File: config.mk
export PLATFORM = sky130hd
export DESIGN_NAME = ascii_word_tokenizer
export DESIGN_NICKNAME = d
export VERILOG_FILES = /design/src/rtl/awt_pkg.sv /design/src/rtl/awt_ram.sv /design/src/rtl/awt_front.sv /design/src/rtl/awt_queue.sv /design/src/rtl/awt_back.sv /design/src/rtl/ascii_word_tokenizer.sv
export SDC_FILE = /design/constraint.sdc
export NUM_CORES = 2
export LEC_CHECK = 0
export BUFFER_PORTS_ARGS = -buffer_cell sky130_fd_sc_hd__buf_2
export CAP_MARGIN = 20
export CORE_AREA = 2 2 287 289
export DETAILED_ROUTE_END_ITERATION = 8
export DIE_AREA = 0 0 289 291
export PLACE_DENSITY = 0.76
export SKIP_CTS_REPAIR_TIMING = 1
export SLEW_MARGIN = 20
export SYNTH_ARGS = -nofsm -noshare
export SYNTH_HDL_FRONTEND = slang
export SYNTH_SLANG_ARGS = --single-unit
File: constraint.sdc
create_clock -name clk -period 18.5 [get_ports clk]
set_input_delay 5.55 -clock clk [delete_from_list [all_inputs] [get_ports clk]]
set_output_delay 5.55 -clock clk [all_outputs]
set_load 0.1 [all_outputs]
File: src/rtl/awt_pkg.sv
// awt_pkg: shared types and constants of the ASCII word tokenizer.
// Used by every module of the block except awt_ram; depends on nothing.
package awt_pkg;

  localparam int CFG_W      = 7;
  localparam int POS_W      = 32;
  localparam int DESC_IDX_W = 6;   // covers the largest supported token buffer
  localparam int DESC_LEN_W = 7;
  localparam int REG_IDX_W  = 2;

  localparam logic [REG_IDX_W-1:0] REG_MIN_LEN = 2'd0;
  localparam logic [REG_IDX_W-1:0] REG_MAX_LEN = 2'd1;
  localparam logic [REG_IDX_W-1:0] REG_BUMPER  = 2'd2;

  localparam logic [CFG_W-1:0] MIN_LEN_RST = 7'd1;
  localparam logic [CFG_W-1:0] MAX_LEN_RST = 7'd64;
  localparam logic [CFG_W-1:0] BUMPER_RST  = 7'd0;

  localparam logic [CFG_W-1:0] CH_APOS  = 7'h27;
  localparam logic [CFG_W-1:0] CH_UP_A  = 7'h41;
  localparam logic [CFG_W-1:0] CH_UP_Z  = 7'h5A;
  localparam logic [CFG_W-1:0] CH_LO_A  = 7'h61;
  localparam logic [CFG_W-1:0] CH_LO_Z  = 7'h7A;
  localparam logic [CFG_W-1:0] CH_D0    = 7'h30;
  localparam logic [CFG_W-1:0] CH_D9    = 7'h39;
  localparam logic [CFG_W-1:0] CASE_BIT = 7'h20;

  typedef struct packed {
    logic [CFG_W-1:0] min_len;
    logic [CFG_W-1:0] max_len;
    logic [CFG_W-1:0] bumper;
  } cfg_t;

  // One finished token waiting to be streamed out.
  typedef struct packed {
    logic                  half;
    logic [DESC_IDX_W-1:0] start;
    logic [DESC_LEN_W-1:0] len;
    logic [POS_W-1:0]      pos;
  } desc_t;

  // Buffer half handed back once its token has left the block.
  typedef struct packed {
    logic valid;
    logic half;
  } rel_t;

endpackage

File: src/rtl/awt_ram.sv
// awt_ram: generic single-write, single-read RAM with registered read data.
// No dependencies.
module awt_ram #(
  parameter int WIDTH = 7,
  parameter int DEPTH = 128
) (
  input  logic                     clk,
  input  logic                     we,
  input  logic [$clog2(DEPTH)-1:0] waddr,
  input  logic [WIDTH-1:0]         wdata,
  input  logic                     re,
  input  logic [$clog2(DEPTH)-1:0] raddr,
  output logic [WIDTH-1:0]         rdata
);

  logic [WIDTH-1:0] mem [DEPTH];

  always_ff @(posedge clk) begin
    if (we) begin
      mem[waddr] <= wdata;
    end
    if (re) begin
      rdata <= mem[raddr];
    end
  end

endmodule

File: src/rtl/awt_front.sv
// awt_front: accepts characters, builds tokens into the buffer RAM, tracks
// apostrophe stripping and the position counter, and queues finished tokens.
// Depends on awt_pkg.
module awt_front import awt_pkg::*; #(
  parameter int MAX_TOKEN = 64
) (
  input  logic                                 clk,
  input  logic                                 rst,
  input  cfg_t                                 cfg,
  input  logic                                 char_valid,
  output logic                                 char_stall,
  input  logic [CFG_W-1:0]                     char_code,
  input  logic                                 end_of_text,
  output logic                                 ram_we,
  output logic [$clog2(MAX_TOKEN):0]           ram_waddr,
  output logic [CFG_W-1:0]                     ram_wdata,
  output logic                                 push,
  output desc_t                                desc,
  input  rel_t                                 rel
);

  localparam int IDXW = $clog2(MAX_TOKEN);
  localparam int LENW = $clog2(MAX_TOKEN + 1);

  logic            inside_tok;
  logic [LENW-1:0] tok_len;
  logic            have_na;    // token holds a non-apostrophe character
  logic [LENW-1:0] s_idx;      // first non-apostrophe index
  logic [LENW-1:0] e_idx;      // one past last non-apostrophe index
  logic            wr_half;
  logic [POS_W-1:0] pos;
  logic [1:0]      busy;

  logic [CFG_W-1:0] c_low, eff_max, eff_min;
  logic            accept, word, fin, emit, bump;
  logic [LENW-1:0] i_cur, l_new, s_cur, e_cur, s_new, e_new, s_f, e_f, strip;
  logic            have_cur, have_new, have_f;

  assign char_stall = busy[wr_half];
  assign accept     = char_valid && !char_stall;

  always_comb begin
    c_low = char_code;
    if (char_code inside {[CH_UP_A:CH_UP_Z]}) begin
      c_low = char_code | CASE_BIT;
    end
    word = c_low inside {[CH_LO_A:CH_LO_Z], [CH_D0:CH_D9], CH_APOS};

    eff_max = cfg.max_len;
    if (cfg.max_len == '0) begin
      eff_max = CFG_W'(1);
    end else if (cfg.max_len > CFG_W'(MAX_TOKEN)) begin
      eff_max = CFG_W'(MAX_TOKEN);
    end
    eff_min = (cfg.min_len == '0) ? CFG_W'(1) : cfg.min_len;

    i_cur    = inside_tok ? tok_len : '0;
    have_cur = inside_tok && have_na;
    s_cur    = s_idx;
    e_cur    = e_idx;
    l_new    = i_cur + LENW'(1);

    if (c_low != CH_APOS) begin
      have_new = 1'b1;
      s_new    = have_cur ? s_cur : i_cur;
      e_new    = l_new;
    end else begin
      have_new = have_cur;
      s_new    = s_cur;
      e_new    = e_cur;
    end

    if (word) begin
      fin    = accept && (CFG_W'(l_new) >= eff_max || end_of_text);
      have_f = have_new;
      s_f    = s_new;
      e_f    = e_new;
    end else begin
      fin    = accept && inside_tok;
      have_f = have_cur;
      s_f    = s_cur;
      e_f    = e_cur;
    end

    strip = e_f - s_f;
    emit  = fin && have_f && (CFG_W'(strip) >= eff_min);
    bump  = accept && (cfg.bumper != '0) && (c_low == cfg.bumper);
  end

  assign ram_we    = accept && word;
  assign ram_waddr = {wr_half, i_cur[IDXW-1:0]};
  assign ram_wdata = c_low;

  assign push       = emit;
  assign desc.half  = wr_half;
  assign desc.start = DESC_IDX_W'(s_f);
  assign desc.len   = DESC_LEN_W'(strip);
  assign desc.pos   = pos + POS_W'(1);

  always_ff @(posedge clk) begin
    if (rst) begin
      inside_tok <= 1'b0;
      tok_len    <= '0;
      have_na    <= 1'b0;
      s_idx      <= '0;
      e_idx      <= '0;
      wr_half    <= 1'b0;
      pos        <= '0;
      busy       <= '0;
    end else begin
      if (accept) begin
        if (fin) begin
          inside_tok <= 1'b0;
          tok_len    <= '0;
        end else if (word) begin
          inside_tok <= 1'b1;
          tok_len    <= l_new;
          have_na    <= have_new;
          s_idx      <= s_new;
          e_idx      <= e_new;
        end
      end
      pos <= pos + POS_W'(emit) + POS_W'(bump);
      if (emit) begin
        wr_half <= !wr_half;
      end
      // set and release never hit the same half in one cycle
      if (rel.valid) begin
        busy[rel.half] <= 1'b0;
      end
      if (emit) begin
        busy[wr_half] <= 1'b1;
      end
    end
  end

endmodule

File: src/rtl/awt_queue.sv
// awt_queue: two-entry queue of token descriptors between front and back.
// Depends on awt_pkg.
module awt_queue import awt_pkg::*; (
  input  logic  clk,
  input  logic  rst,
  input  logic  push,
  input  desc_t din,
  input  logic  pop,
  output logic  q_valid,
  output desc_t head
);

  desc_t      entry [2];
  logic       wr_ptr, rd_ptr;
  logic [1:0] count;

  assign q_valid = count != 2'd0;
  assign head    = entry[rd_ptr];

  always_ff @(posedge clk) begin
    if (push) begin
      entry[wr_ptr] <= din;
    end
  end

  always_ff @(posedge clk) begin
    if (rst) begin
      wr_ptr <= 1'b0;
      rd_ptr <= 1'b0;
      count  <= 2'd0;
    end else begin
      if (push) begin
        wr_ptr <= !wr_ptr;
      end
      if (pop) begin
        rd_ptr <= !rd_ptr;
      end
      count <= count + 2'(push) - 2'(pop);
    end
  end

endmodule

File: src/rtl/awt_back.sv
// awt_back: streams queued tokens out of the buffer RAM one byte per cycle
// while the output is not stalled, with a read-data stage and an output register;
// frees buffer halves. Depends on awt_pkg.
module awt_back import awt_pkg::*; #(
  parameter int MAX_TOKEN = 64
) (
  input  logic                       clk,
  input  logic                       rst,
  input  logic                       q_valid,
  input  desc_t                      head,
  output logic                       pop,
  output logic                       ram_re,
  output logic [$clog2(MAX_TOKEN):0] ram_raddr,
  input  logic [CFG_W-1:0]           ram_rdata,
  output rel_t                       rel,
  output logic                       token_valid,
  input  logic                       token_stall,
  output logic [CFG_W-1:0]           token_byte,
  output logic [POS_W-1:0]           token_position,
  output logic                       last_byte
);

  localparam int IDXW = $clog2(MAX_TOKEN);
  localparam int LENW = $clog2(MAX_TOKEN + 1);

  logic [LENW-1:0]  rem;
  logic [IDXW-1:0]  cur_idx;
  logic             cur_half;
  logic [POS_W-1:0] cur_pos;

  logic             rvalid, r_last, r_half;
  logic [POS_W-1:0] r_pos;
  logic             o_half;

  logic             active, out_take, consume, free;
  logic [IDXW-1:0]  idx_i;
  logic [LENW-1:0]  rem_i;
  logic             half_i;
  logic [POS_W-1:0] pos_i;

  assign out_take = token_valid && !token_stall;
  assign consume  = rvalid && (!token_valid || !token_stall);
  assign free     = !rvalid || consume;
  assign active   = rem != '0;

  always_comb begin
    if (active) begin
      idx_i  = cur_idx;
      rem_i  = rem;
      half_i = cur_half;
      pos_i  = cur_pos;
    end else begin
      idx_i  = head.start[IDXW-1:0];
      rem_i  = head.len[LENW-1:0];
      half_i = head.half;
      pos_i  = head.pos;
    end
  end

  assign ram_re    = free && (active || q_valid);
  assign pop       = ram_re && !active;
  assign ram_raddr = {half_i, idx_i};

  assign rel.valid = out_take && last_byte;
  assign rel.half  = o_half;

  always_ff @(posedge clk) begin
    if (ram_re) begin
      cur_idx  <= idx_i + IDXW'(1);
      cur_half <= half_i;
      cur_pos  <= pos_i;
      r_last   <= rem_i == LENW'(1);
      r_half   <= half_i;
      r_pos    <= pos_i;
    end
    if (consume) begin
      token_byte     <= ram_rdata;
      token_position <= r_pos;
      last_byte      <= r_last;
      o_half         <= r_half;
    end
  end

  always_ff @(posedge clk) begin
    if (rst) begin
      rem         <= '0;
      rvalid      <= 1'b0;
      token_valid <= 1'b0;
    end else begin
      if (ram_re) begin
        rem <= rem_i - LENW'(1);
      end
      if (ram_re) begin
        rvalid <= 1'b1;
      end else if (consume) begin
        rvalid <= 1'b0;
      end
      if (consume) begin
        token_valid <= 1'b1;
      end else if (out_take) begin
        token_valid <= 1'b0;
      end
    end
  end

endmodule

File: src/rtl/ascii_word_tokenizer.sv
// ascii_word_tokenizer: lowercases an ASCII stream and emits word tokens.
// Input: one character per cycle; it stalls only while both token buffers hold
// tokens not yet streamed out. Output: one token byte per cycle while token_stall is low.
// Once its ending character is taken, a token is queued, read from the RAM and registered at the output.
// Synchronous reset clears control state and config; the buffer RAM is not cleared.
// Depends on awt_pkg, awt_ram, awt_front, awt_queue, awt_back.
module ascii_word_tokenizer import awt_pkg::*; #(
  parameter int MAX_TOKEN = 64
) (
  input  logic                 clk,
  input  logic                 rst,
  input  logic                 psel,
  input  logic                 penable,
  input  logic                 pwrite,
  input  logic [3:0]           paddr,
  input  logic [31:0]          pwdata,
  output logic [31:0]          prdata,
  output logic                 pready,
  input  logic                 char_valid,
  output logic                 char_stall,
  input  logic [CFG_W-1:0]     char_code,
  input  logic                 end_of_text,
  output logic                 token_valid,
  input  logic                 token_stall,
  output logic [CFG_W-1:0]     token_byte,
  output logic [POS_W-1:0]     token_position,
  output logic                 last_byte
);

  localparam int AW = $clog2(MAX_TOKEN) + 1;

  cfg_t                 cfg;
  logic [REG_IDX_W-1:0] reg_idx;
  logic                 cfg_wr;

  logic                 ram_we, ram_re;
  logic [AW-1:0]        ram_waddr, ram_raddr;
  logic [CFG_W-1:0]     ram_wdata, ram_rdata;
  logic                 push, pop, q_valid;
  desc_t                desc, head;
  rel_t                 rel;

  assign pready  = 1'b1;
  assign reg_idx = paddr[3:2];
  assign cfg_wr  = psel && penable && pwrite;

  always_ff @(posedge clk) begin
    if (rst) begin
      cfg.min_len <= MIN_LEN_RST;
      cfg.max_len <= MAX_LEN_RST;
      cfg.bumper  <= BUMPER_RST;
    end else if (cfg_wr) begin
      case (reg_idx)
        REG_MIN_LEN: cfg.min_len <= pwdata[CFG_W-1:0];
        REG_MAX_LEN: cfg.max_len <= pwdata[CFG_W-1:0];
        REG_BUMPER:  cfg.bumper  <= pwdata[CFG_W-1:0];
        default: ;
      endcase
    end
  end

  always_comb begin
    case (reg_idx)
      REG_MIN_LEN: prdata = 32'(cfg.min_len);
      REG_MAX_LEN: prdata = 32'(cfg.max_len);
      REG_BUMPER:  prdata = 32'(cfg.bumper);
      default:     prdata = '0;
    endcase
  end

  awt_front #(.MAX_TOKEN(MAX_TOKEN)) u_front (
    .clk         (clk),
    .rst         (rst),
    .cfg         (cfg),
    .char_valid  (char_valid),
    .char_stall  (char_stall),
    .char_code   (char_code),
    .end_of_text (end_of_text),
    .ram_we      (ram_we),
    .ram_waddr   (ram_waddr),
    .ram_wdata   (ram_wdata),
    .push        (push),
    .desc        (desc),
    .rel         (rel)
  );

  // two halves: one being filled, one being streamed
  awt_ram #(.WIDTH(CFG_W), .DEPTH(2 ** AW)) u_buf (
    .clk   (clk),
    .we    (ram_we),
    .waddr (ram_waddr),
    .wdata (ram_wdata),
    .re    (ram_re),
    .raddr (ram_raddr),
    .rdata (ram_rdata)
  );

  awt_queue u_queue (
    .clk     (clk),
    .rst     (rst),
    .push    (push),
    .din     (desc),
    .pop     (pop),
    .q_valid (q_valid),
    .head    (head)
  );

  awt_back #(.MAX_TOKEN(MAX_TOKEN)) u_back (
    .clk            (clk),
    .rst            (rst),
    .q_valid        (q_valid),
    .head           (head),
    .pop            (pop),
    .ram_re         (ram_re),
    .ram_raddr      (ram_raddr),
    .ram_rdata      (ram_rdata),
    .rel            (rel),
    .token_valid    (token_valid),
    .token_stall    (token_stall),
    .token_byte     (token_byte),
    .token_position (token_position),
    .last_byte      (last_byte)
  );

endmodule

# Word level (Yosys, flattened, before mapping)
# Memories as Yosys holds them, arrays and structs flattened. A register that Yosys moved wholly into a read port is not among the register bits.
# Cells that the tools add are included.
# W data, S select, Z words.
word_totals:
  regBits: 173
  ramBits: 988
  inputBits: 51
  output_inout_bits: 75
  elab_cells: 150
  n_memories: 2
classes:
  add_sub_neg: 9
  magnitude_cmp: 13
  n_eq_ne: 6
  mux: 40
  n_bitwise: 5
  reduce_logical: 50
mem_list:
  columns: ["name", "depth", "width", "rd", "rd_clocked_by_memory_dff", "write_ports", "line", "source"]
  rows:
  - ["u_buf.mem", 128, 7, 1, 1, 1, "awt_ram.sv:16", "logic [WIDTH-1:0] mem [DEPTH];"]
  - ["u_queue.entry", 2, 46, 1, 1, 1, "awt_queue.sv:13", "desc_t entry [2];"]
ops:
  columns: ["cell", "count"]
  rows:
  - ["$mux W7", 12]
  - ["$add A32 B1 Y32", 2]
  - ["$add A32 B1 Y32 const B", 1]
  - ["$logic_and A1 B1 Y1", 21]
  - ["$pmux W7 S3", 1]
  - ["$mux W1", 20]
  - ["$ge A7 B7 Y1", 2]
  - ["$ge A7 B7 Y1 const B", 2]
  - ["$le A7 B7 Y1 const B", 2]
  - ["$logic_not A7 Y1", 2]
  - ["$reduce_bool A7 Y1", 2]
  - ["$mux W6", 2]
  - ["$reduce_and A2 Y1", 6]
  - ["$logic_not A1 Y1", 8]
  - ["$reduce_bool A2 Y1", 4]
  - ["$add A7 B1 Y7 const B", 1]
  - ["$eq A7 B1 Y1 const B", 1]
  - ["$eq A7 B6 Y1 const B", 1]
  - ["$eq A7 B7 Y1", 1]
  - ["$ge A7 B6 Y1 const B", 1]
  - ["$gt A7 B7 Y1 const B", 1]
  - ["$le A7 B6 Y1 const B", 1]
  - ["$ne A7 B6 Y1 const B", 1]
  - ["$sub A7 B1 Y7 const B", 1]
  - ["18 further kinds", 27]

# Depth between registers and ports, before layout
logic_depth:
  depth_word: 12
  mapped_depth: 28
  ltp_nobuf: 27

# Cells and area by module
# Synthesis repeated with hierarchy kept, for this count alone.
hier_totals:
  cells_unflattened: 2477
  area_unflattened_um2: 47455.5
modules_own_cells:
  columns: ["module", "n_inst", "cells_each", "area_per_inst_um2", "seq_area_each_um2"]
  rows:
  - ["awt_ram", 1, 1453, 34877.2, 27116.0]
  - ["awt_front", 1, 525, 4169.0, 1161.1]
  - ["awt_queue", 1, 163, 3734.8, 2862.7]
  - ["awt_back", 1, 199, 3427.0, 2612.5]
  - ["ascii_word_tokenizer", 1, 137, 1247.4, 420.4]

# Worst setup path before layout
# OpenSTA, ideal clock, no wires.
synth_timing:
  path_kind: "input-to-output"
  startpoint: "input port paddr[2]"
  endpoint: "output port prdata[0]"
  arrival_time_ns: 8.168
  required_time_ns: 12.950
  path_slack_ns: 4.782
  stages: 3
  n_path_buf: 1
  path_cell_list: "buf_1 mux2i_1 o21ai_0"
synth_via:
  elab_chain_len: 2
  elab_cells_between_ends: 4
  classes_between: "eq/ne (2); mux (1); reduce/logical (1)"
synth_rtl:
  columns: ["element", "line", "source"]
  rows:
  - ["from (decl)", "ascii_word_tokenizer.sv:15", "input logic [3:0] paddr,"]
  - ["$eq A2 B2 Y1, or another cell as far along", "ascii_word_tokenizer.sv:63", "case (reg_idx)"]
  - ["$pmux W7 S3 (*)", "ascii_word_tokenizer.sv:63", null]
  - ["to (decl)", "ascii_word_tokenizer.sv:17", "output logic [31:0] prdata,"]
# Mark *: on every way between the ends. The rest lies on a longest branch, timed or not.

# Worst setup path in the final report
# Same ends and word-level chain as after synthesis.

==> impl_summary.txt <==
----------------------------------------------------
[Global route]
  Largest net degree at the start of global routing ... 119
  Global-route wire length before repair ... 177 mm
  Initial antenna violation count ... 2
  GRT Residual Overflow ... 0
  Vias in the first global route ... approximately 29k
  Aggregate global-route resource usage ... between 20 and 30%

[Min path]
  Type of the tightest min-delay check ... reg -> reg

[Clock tree]
  Max Root-Sink Buffers ... 3
  CTS H-Tree Depth ... 3
  CTS sink cnt ... approximately 1.2k
  Cell at the root of the clock tree ... sky130_fd_sc_hd__clkbuf_16
  TritonCTS clock tree ... built
  Clock transition at the registers of the reported paths ... 0.06 ns
  TritonCTS buffer count ... between 100 and 150
  Clock network latency to the later pin of the worst-skew pair ... 0.69 ns

[Placement]
  Port Buffers ... 72
  Routability congestion estimate from global placement ... roughly 0.90
  Cell count after placement ... roughly 4.2k
  HPWL reported at the end of detailed placement ... between 70 and 80 mm

[Timing]
  Minimum clock period after layout ... roughly 12 ns
  Rel. slew slack ... between 20% and 30%
  Unrepaired setup endpoints after global routing ... no
  Slew at the pin with the worst max-slew slack ... 1.15 ns
  Number of failing setup endpoints in the final timing report ... 0
  Number of max-slew violations in the final report ... 0
  Final cycle utilization of the critical path ... about 67%
  Final Hold Viols ... 0
  Sum of negative setup slack ... 0 ns
  F_max ... slightly above 0.08 GHz
  Worst setup skew after layout ... 0.0344 ns
  Hold Slack ... roughly 0.42 ns

[Setup path]
  Maximum fanout along the worst path ... 12
  Critical Path Start Type ... input port
  Number of buffer and inverter stages on the critical path ... 2
  Setup CP Type ... in -> out
  Series of cell instances along the critical path ... buf_2 > nor2b_1 > nand2_1 > o21ai_0 > buf_2
  Highest-delay cell along the critical path ... sky130_fd_sc_hd__buf_2
  Worst path top cell family by delay ... buffers and inverters
  Req. time, crit path ... about 13 ns
  CP endpoint kind ... primary output
  Arr. time, crit path ... around 6.9 ns
  Most used cell along the critical path ... sky130_fd_sc_hd__buf_2
  Slowest stage delay, CP ... between 0.4 and 0.5 ns

[Cells and area]
  Register area ... between 30000 and 40000 um2
  Final Util ... between 60% and 70%
  Syn-to-layout area delta ... 10.3%
  Fillers ... 5460
  Multi-input combinational cell area ... between 10000 and 15000 um2
  Fin nets ... 3317
  Ratio of cells with drive above 1 in the final layout ... approximately an eighth
  Post-layout instance count excluding filler cells ... about 4.4k

[Run]
  # Max-Cap Violations ... 0

[Synth]
  Synth area leader ... sky130_fd_sc_hd__edfxtp_1
  Post-Syn Area per Cell ... ~15 um2
  Total standard cell area after synthesis ... 48100 um2
  Primary FF master, synth ... sky130_fd_sc_hd__edfxtp_1
  Async SR Flop Fraction ... 0%
  Fraction of synthesized cell area taken by the top area cell type ... around two thirds
  Sequential fraction of the synthesis area ... a little under three quarters
  Count of state elements after synthesis ... approximately 1.2k
  Syn Inst Count ... 3195
  Largest cells by area after synthesis ... sky130_fd_sc_hd__edfxtp_1 67%, sky130_fd_sc_hd__mux2i_1 4.6%, sky130_fd_sc_hd__dfxtp_1 3.9%
  Number of flops mapped to enable cells by yosys ... around 1.1k
  Number of synthesis warnings ... 0
  Number of different library cells in the post-synthesis netlist ... 77

[Status]
  Run status ... finished, final reports clean

[Routing]
  DR vias ... just under 30k
  Number of violations reported at the end of detailed-routing iteration 0 ... 3860
  Antenna violation net count after detailed routing ... 0
  Detailed-route wire length per cell ... 26.9 um
  Total iterations of the first detailed-routing run ... 6
  Vias per cell ... around 6.6
  Detailed Route WL ... between 100 and 150 mm
  Total DRC errors in the routed layout ... 0

[Floorplan]
  Area of the placeable core ... 81200 um2
  Overall die area ... ~84000 um2
  Horizontal die dimension ... 289 um
  Rows ... about 110
  Starting density of the core ... just under 60%
  Die height ... around 290 um
  I/O pin cnt ... 126

[Pwr]
  IR Drop Worst-Case VDD ... 0.110 mV
  Power, Total ... between 8000 and 9000 uW
  Static leakage ... ~0.018 uW
  Power Density ... 166 nW/um2

----------------------------------------------------
## logic make-up after synthesis
kind of cell             count (synthesis)  synth area share, %
flip-flops                            1169                 71.0
AND/OR/NAND/NOR                        692                 6.84
AO/OA/AOI/OAI                          654                 9.49
multiplexers                           316                 7.95
buffers and inverters                  252                 2.47
XOR/XNOR                                80                 1.46
adder cells (fa/ha/maj)                 30                0.806
other                                    2               0.0156
## path summary, 6_finish.rpt
| path | from | end | slack (ns) | cells after the start |
|---|---|---|---|---|
| worst max-delay path | paddr[2] | prdata[0] | 6.10 | 5 |
| worst min register to register | u_buf.rdata[3] | u_back.token_byte[3] | 0.42 | 0 |
| worst max register to register | u_front.inside_tok | u_front.pos[30] | 12.06 | 26 |
| worst min-delay path | u_buf.rdata[3] | u_back.token_byte[3] | 0.42 | 0 |
## flip-flops by register name (all words and copies together), names as in the netlist, 2 cells and up, named ones only
register,cells
u_queue.entry,92
u_front.tok_len,7
u_front.busy,2
u_back.cur_idx,6
u_front.e_cur,7
u_buf.rdata,7
u_front.s_cur,7
u_buf.mem,896
cfg,21
u_back.token_position,32
u_back.rem,7
u_back.token_byte,7
u_front.pos,32
u_back.cur_pos,32
u_queue.count,2
## layout make-up
| type | instances | share of cell area (%) |
|---|---|---|
| flip-flops and latches | 1169 | 64.3 |
| clock inverters | 65 | 1.34 |
| diodes | 1 | 0.00471 |
| inverters | 32 | 0.254 |
| well taps | 1070 | 2.52 |
| clock buffers | 136 | 5.51 |
| repair buffers | 128 | 1.50 |
| multi-input cells | 1798 | 24.5 |
## cell usage after synthesis, drive strengths merged (35+ instances only)
| cell type | n |
|---|---|
| nor2 | 241 |
| a21oi | 91 |
| and3 | 55 |
| edfxtp | 1076 |
| mux2 | 46 |
| nand3 | 68 |
| clkbuf | 132 |
| mux2i | 222 |
| buf | 88 |
| o21a | 72 |
| o21ai | 106 |
| mux4 | 48 |
| o221ai | 45 |
| nand4 | 35 |
| a211oi | 131 |
| dfxtp | 93 |
| xor2 | 42 |
| nand2 | 167 |
| xnor2 | 38 |
## cell usage in the layout, fill, tap and decap left out, drive strengths merged, types with 25 or more instances in the layout
cell type / synthesis / final
edfxtp: 1076 / 1076
nor2: 241 / 241
mux2i: 222 / 222
nand2: 167 / 167
clkbuf: 132 / 136
a211oi: 131 / 131
buf: 88 / 128
o21ai: 106 / 106
dfxtp: 93 / 93
a21oi: 91 / 91
o21a: 72 / 72
nand3: 68 / 68
and3: 55 / 55
mux4: 48 / 48
mux2: 46 / 46
o221ai: 45 / 45
clkinv: 1 / 45
xor2: 42 / 42
xnor2: 38 / 38
nand4: 35 / 35
inv: 31 / 33
ha: 27 / 27
conb: 2 / 26
a31oi: 26 / 26
o22ai: 25 / 25
a21o: 25 / 25
nor3: 25 / 25
## stage by stage
stage	setup slack, ns	instance area (um2)
floorplan	4.78	48200
global placement	6.25	49400
detailed placement	6.10	49400
CTS	6.12	53100
global route	5.95	53100
finish	6.10	53100
## where the power goes
part / switching [uW] / internal (uW)
Combinational: 2390 / 1070
Clock: 958 / 1320
Sequential: 55.5 / 3050
## routing by layer
layer	wire, um	vias up	global-route usage [%]
met5	12	-	0
met4	5520	2	12.3
met3	12400	351	5.19
met2	56200	1815	44.7
met1	44400	14444	38.5
li1	-	12539	-
No activity file was read; power rests on OpenSTA's default activity.
